===== src/hdl/utf8d_pkg.sv =====
`default_nettype none
// ----------------------------------------------------------------------------
// UTF-8 decoder package
// Widths, byte classification limits, masks and the result record shared by
// the decoder modules and its channel interfaces.
// ----------------------------------------------------------------------------
package utf8d_pkg;

  localparam int BYTE_W         = 8;
  localparam int CP_W           = 21;
  localparam int TOTAL_W        = 16;
  localparam int CONT_W         = 6;
  localparam int COUNT_BITS_DEF = 16;

  // Lead byte classification limits.
  localparam logic [BYTE_W-1:0] ASCII_LIM = 8'h80;
  localparam logic [BYTE_W-1:0] LEAD3_MIN = 8'hE0;
  localparam logic [BYTE_W-1:0] LEAD4_MIN = 8'hF0;

  // Payload masks for lead bytes of two, three and four byte sequences.
  localparam logic [BYTE_W-1:0] LEAD2_MASK = 8'h1F;
  localparam logic [BYTE_W-1:0] LEAD3_MASK = 8'h0F;
  localparam logic [BYTE_W-1:0] LEAD4_MASK = 8'h07;

  typedef struct packed {
    logic [CP_W-1:0]    code_point;
    logic               end_of_string;
    logic [TOTAL_W-1:0] char_total;
    logic               truncated;
  } result_t;

endpackage
`default_nettype wire


===== src/hdl/utf8d_core.sv =====
`default_nettype none
// ----------------------------------------------------------------------------
// UTF-8 decoder core
// Holds the pending byte count, the partial character and the character
// count, and works out the result that each accepted byte produces.
// ----------------------------------------------------------------------------
module utf8d_core import utf8d_pkg::*; #(
  parameter int COUNT_BITS = COUNT_BITS_DEF
) (
  input  logic              clk,
  input  logic              rst_n,
  input  logic              accept,
  input  logic [BYTE_W-1:0] byte_in,
  output logic              res_valid,
  output result_t           res
);

  localparam int EXT_W = (COUNT_BITS > TOTAL_W) ? COUNT_BITS : TOTAL_W;

  logic [1:0]            pend_r, pend_nxt;
  logic [CP_W-1:0]       part_r, part_nxt;
  logic [COUNT_BITS-1:0] cnt_r, cnt_nxt;

  logic [COUNT_BITS-1:0] cnt_inc;
  logic [EXT_W-1:0]      cnt_ext;
  logic [CP_W-1:0]       part_shift;

  // The count stops at its maximum rather than wrapping.
  assign cnt_inc    = (&cnt_r) ? cnt_r : cnt_r + 1'b1;
  assign cnt_ext    = EXT_W'(cnt_r);
  assign part_shift = {part_r[CP_W-CONT_W-1:0], byte_in[CONT_W-1:0]};

  always_comb begin
    pend_nxt  = pend_r;
    part_nxt  = part_r;
    cnt_nxt   = cnt_r;
    res_valid = 1'b0;
    res       = '0;
    if (byte_in == '0) begin
      res_valid         = 1'b1;
      res.end_of_string = 1'b1;
      res.char_total    = cnt_ext[TOTAL_W-1:0];
      res.truncated     = (pend_r != 2'd0);
      pend_nxt          = 2'd0;
      part_nxt          = '0;
      cnt_nxt           = '0;
    end else if (pend_r == 2'd0) begin
      if (byte_in < ASCII_LIM) begin
        res_valid      = 1'b1;
        res.code_point = CP_W'(byte_in);
        cnt_nxt        = cnt_inc;
      end else if (byte_in < LEAD3_MIN) begin
        part_nxt = CP_W'(byte_in & LEAD2_MASK);
        pend_nxt = 2'd1;
      end else if (byte_in < LEAD4_MIN) begin
        part_nxt = CP_W'(byte_in & LEAD3_MASK);
        pend_nxt = 2'd2;
      end else begin
        part_nxt = CP_W'(byte_in & LEAD4_MASK);
        pend_nxt = 2'd3;
      end
    end else begin
      // Any nonzero byte inside a sequence counts as a continuation.
      pend_nxt = pend_r - 2'd1;
      if (pend_r == 2'd1) begin
        res_valid      = 1'b1;
        res.code_point = part_shift;
        part_nxt       = '0;
        cnt_nxt        = cnt_inc;
      end else begin
        part_nxt = part_shift;
      end
    end
  end

  always_ff @(posedge clk) begin
    if (!rst_n) begin
      pend_r <= 2'd0;
      part_r <= '0;
      cnt_r  <= '0;
    end else if (accept) begin
      pend_r <= pend_nxt;
      part_r <= part_nxt;
      cnt_r  <= cnt_nxt;
    end
  end

endmodule
`default_nettype wire


===== config.mk =====
export PLATFORM = sky130hd
export DESIGN_NAME = utf8d_core
export DESIGN_NICKNAME = d
export VERILOG_FILES = /design/src/hdl/utf8d_pkg.sv /design/src/hdl/utf8d_core.sv
export SDC_FILE = /design/constraint.sdc
export NUM_CORES = 1
export LEC_CHECK = 0
export BUFFER_PORTS_ARGS = -buffer_cell sky130_fd_sc_hd__buf_2
export CAP_MARGIN = 25
export CELL_PAD_IN_SITES_DETAIL_PLACEMENT = 1
export CELL_PAD_IN_SITES_GLOBAL_PLACEMENT = 2
export CORE_UTILIZATION = 25
export DETAILED_ROUTE_END_ITERATION = 16
export PLACE_DENSITY = 0.75
export SLEW_MARGIN = 20
export SYNTH_ARGS = -nofsm -noshare
export SYNTH_HDL_FRONTEND = slang
export SYNTH_SLANG_ARGS = --single-unit

===== constraint.sdc =====
create_clock -name clk -period 5.1 [get_ports clk]
set_clock_uncertainty 0.2 [all_clocks]
set_input_delay 0.765 -clock clk [delete_from_list [all_inputs] [get_ports clk]]
set_output_delay 0.765 -clock clk [all_outputs]
set_load 0.005 [all_outputs]

==> results by group <==
Outcome
  – Outcome: finished with violations
  – Violated checks: DRC

Timing
  – Unrepaired setup endpoints after global routing: false
  – Slew Viols, Final: 0
  – Fmax: 0.2693 GHz
  – Hold Violations, Final: 0
  – Rel. slew slack: 43.89%
  – Worst Tran Pin Value: between 800 and 900 ps
  – Worst hold slack: approximately 250 ps
  – Final setup vio count: 0
  – Final period util: 72.80%
  – Setup tns final: 0 ps
  – Tmin final: 3713 ps

Drt
  – DRC violations left: 1
  – Final wirelength: roughly 6.2 mm
  – Via Count: between 2,000 and 2,500
  – DR vias/cell: about 5
  – Routed len/inst: 15.32 um
  – DR pass1 iterations: 10
  – Post-route ant nets: 0
  – Initial DRC Count: 67

Critical path
  – Critical Path Start Type: input pin
  – Worst Path Arrival: between 2000 and 3000 ps
  – Worst R2R Path Depth: 4
  – Largest delay contributor family on the critical path: simple AND/OR/NAND/NOR gates
  – Critical path, cell by cell: buf_2 -> or4_1 -> or2_1 -> inv_1 -> buf_4 -> and2_1 -> buf_2
  – Most used cell, CP: buf_2
  – Worst-path maximum fanout: 24
  – Kind of critical path: input pin to primary output
  – CP required: between 4000 and 5000 ps
  – Element type at the critical path end: primary output
  – Buf/Inv on CP: 4
  – Crit-path max cell delay: around 560 ps
  – Reg2reg setup slack: 2690 ps
  – Crit path depth: 7
  – CP max-delay cell: or2_1

Clock network
  – Max Buffers Root-to-Sink: 2
  – CTS buffer count: 5
  – CTS tree: done
  – Post-CTS Setup Repair Bufs: 0
  – Clock Pin Slew Worst Setup and Hold Paths: approximately 70 ps
  – Clk_lat worst skew: 290 ps
  – Cts repair resizes: 0
  – Clock sink total: 33
  – Hold buffers post-CTS: 0
  – H-Tree Depth: 2
  – Root buffer cell: clkbuf_8

Global route
  – Total global routing overflow: 0
  – Antenna violations before repair: 0
  – Vias in the first global route: slightly below 2,000
  – Largest net degree at the start of global routing: 27
  – Total GRT Usage: 15.30%
  – First-pass GRT wire length: between 10 and 15 mm

Placed design
  – Placed insts: 394
  – Gpl congestion: 0.7710
  – Detailed placement HPWL: between 4 and 5 mm
  – Port bufs: 50

Logic synthesis
  – Cell variety after synth: 50
  – Post-Synthesis Cells: about 260
  – EDFF count, synth: 0
  – Main synth FF type: dfxtp_1
  – Ys Warns: 0
  – Average size of a mapped cell: 7.638 sq um
  – Largest cells by area after synthesis: dfxtp_1 (34%), and2_1 (12%), nand2_1 (5.5%)
  – Synth area leader: dfxtp_1
  – Flops & latches, synth: 33
  – Synthesized net count: between 200 and 300
  – Synth async-reset ratio: 0%
  – Register area share after synthesis: approximately a third
  – Synthesized area: ~2000 sq um
  – Post-synth top cells: and2_1 (39), dfxtp_1 (33), nand2_1 (29), a21oi_1 (18), nand4_1 (16)
  – Top-area cell type share of the netlist area: 33.52%
  – Cell with the most instances after synthesis: and2_1

Pwr
  – Leak: about 0.96 nW
  – Pwr Density: 257.9 nW/um^2
  – Clock share of power: roughly half
  – Worst IR Drop VDD: about 110 uV
  – Seq pwr share: between 40 and 50%
  – Combinational share of power: 8.9%
  – Power Internal: approximately 0.47 mW
  – Switch Pwr: around 0.15 mW
  – Net Sw Frac: about a quarter

Floorplan
  – Die width: 90.79 um
  – Row cnt: 32
  – Die Area: 8242 sq um
  – Ports: 51
  – Core Region: roughly 7700 sq um
  – Die height: 90.79 um
  – Initial Util: 25.63%

Min path
  – Hold Path Stages: 2
  – Hold WC Path Type: flop to flop

Cells and area
  – Fraction of layout cells with a size suffix above 1: 22.00%
  – Layout Nets: a little over 300
  – Antenna Diode Count: 0
  – Non-Filler Instances: ~400
  – Layout overhead on the synthesized area: 22.98%

Flow run
  – Max_cap viols: 0
## placed cells by master, fill, tap and decap left out, types with 3 or more instances in the layout
cell and instances:
nand2b_1 3, o22ai_1 3, or4_1 4, or3_1 3, buf_2 50, nor3_1 6, nand2_1 29, nand4_1 16
a31oi_1 4, clkbuf_8 5, mux2i_1 3, and2_1 39, a21oi_1 18, dfxtp_1 33, and3_1 6, nand3_1 9
and4_1 5, nor2_1 14, or2_2 3, o21ai_0 4
## per-stage QoR
stage / power, mW / instance area (sq um) / util, % / setup slack, ps
after floorplan: 0.3064 / 1971 / - / 1954
after global placement: 0.3285 / 2290 / 29.79 / 1455
after detailed placement: 0.3294 / 2290 / 29.79 / 1377
after CTS: 0.6331 / 2424 / 31.53 / 1330
after global routing: 0.6508 / 2424 / 31.53 / 1064
final: 0.6250 / 2424 / 31.53 / 1387
## final cells by class
| type | instances | area, sq um |
|---|---|---|
| multi-input combinational | 204 | 1229 |
| timing repair buffer | 51 | 257.7 |
| inverter | 4 | 15.01 |
| sequential | 33 | 660.6 |
| clock buffer | 5 | 68.82 |
| tap | 102 | 127.6 |
| clock inverter | 3 | 65.06 |
| fill | 980 | 5264 |
## per-layer routing
metal | part of all wire, % | global-route usage, % | up-vias
met2 | 46 | 23.80 | 38
met5 | 0 | 0 | -
met1 | 50 | 21.83 | 973
met4 | 0.80 | 4.365 | 0
li1 | - | - | 1020
met3 | 2.9 | 2.189 | 4
## power by group through the flow
stage | sequential [mW] | clock (mW) | combinational [mW]
finish | 0.267 | 0.302 | 0.0553
global route | 0.268 | 0.321 | 0.0621
CTS | 0.267 | 0.309 | 0.0564
detailed placement | 0.273 | 0 | 0.0560
global placement | 0.273 | 0 | 0.0552
floorplan | 0.270 | 0 | 0.0363
## registers in the layout (all words and copies together) (netlist names)
signal and cells:
part_r 15, cnt_ext 16, pend_r 2
## path summary, 6_finish.rpt
check / from / endpoint
hold reg to reg: part_r[14] / part_r[14]
hold / removal: part_r[14] / part_r[14]
setup / recovery: byte_in[4] / res[7]
setup reg to reg: pend_r[1] / cnt_ext[5]
## tightest hold or removal path, stage by stage, from the launching register on
cell     delay, ps
dfxtp_1        310
nand2_1         50
a21oi_1         50
## cells by family after synthesis
| group | synth area share (%) |
|---|---|
| adders and majority gates | 0.6348 |
| muxes | 1.524 |
| buffers and inverters | 4.127 |
| AOI/OAI and AO/OA | 17.97 |
| and+or+nand+nor | 42.22 |
| DFF | 33.52 |
Power figures use the tool's default switching activity.
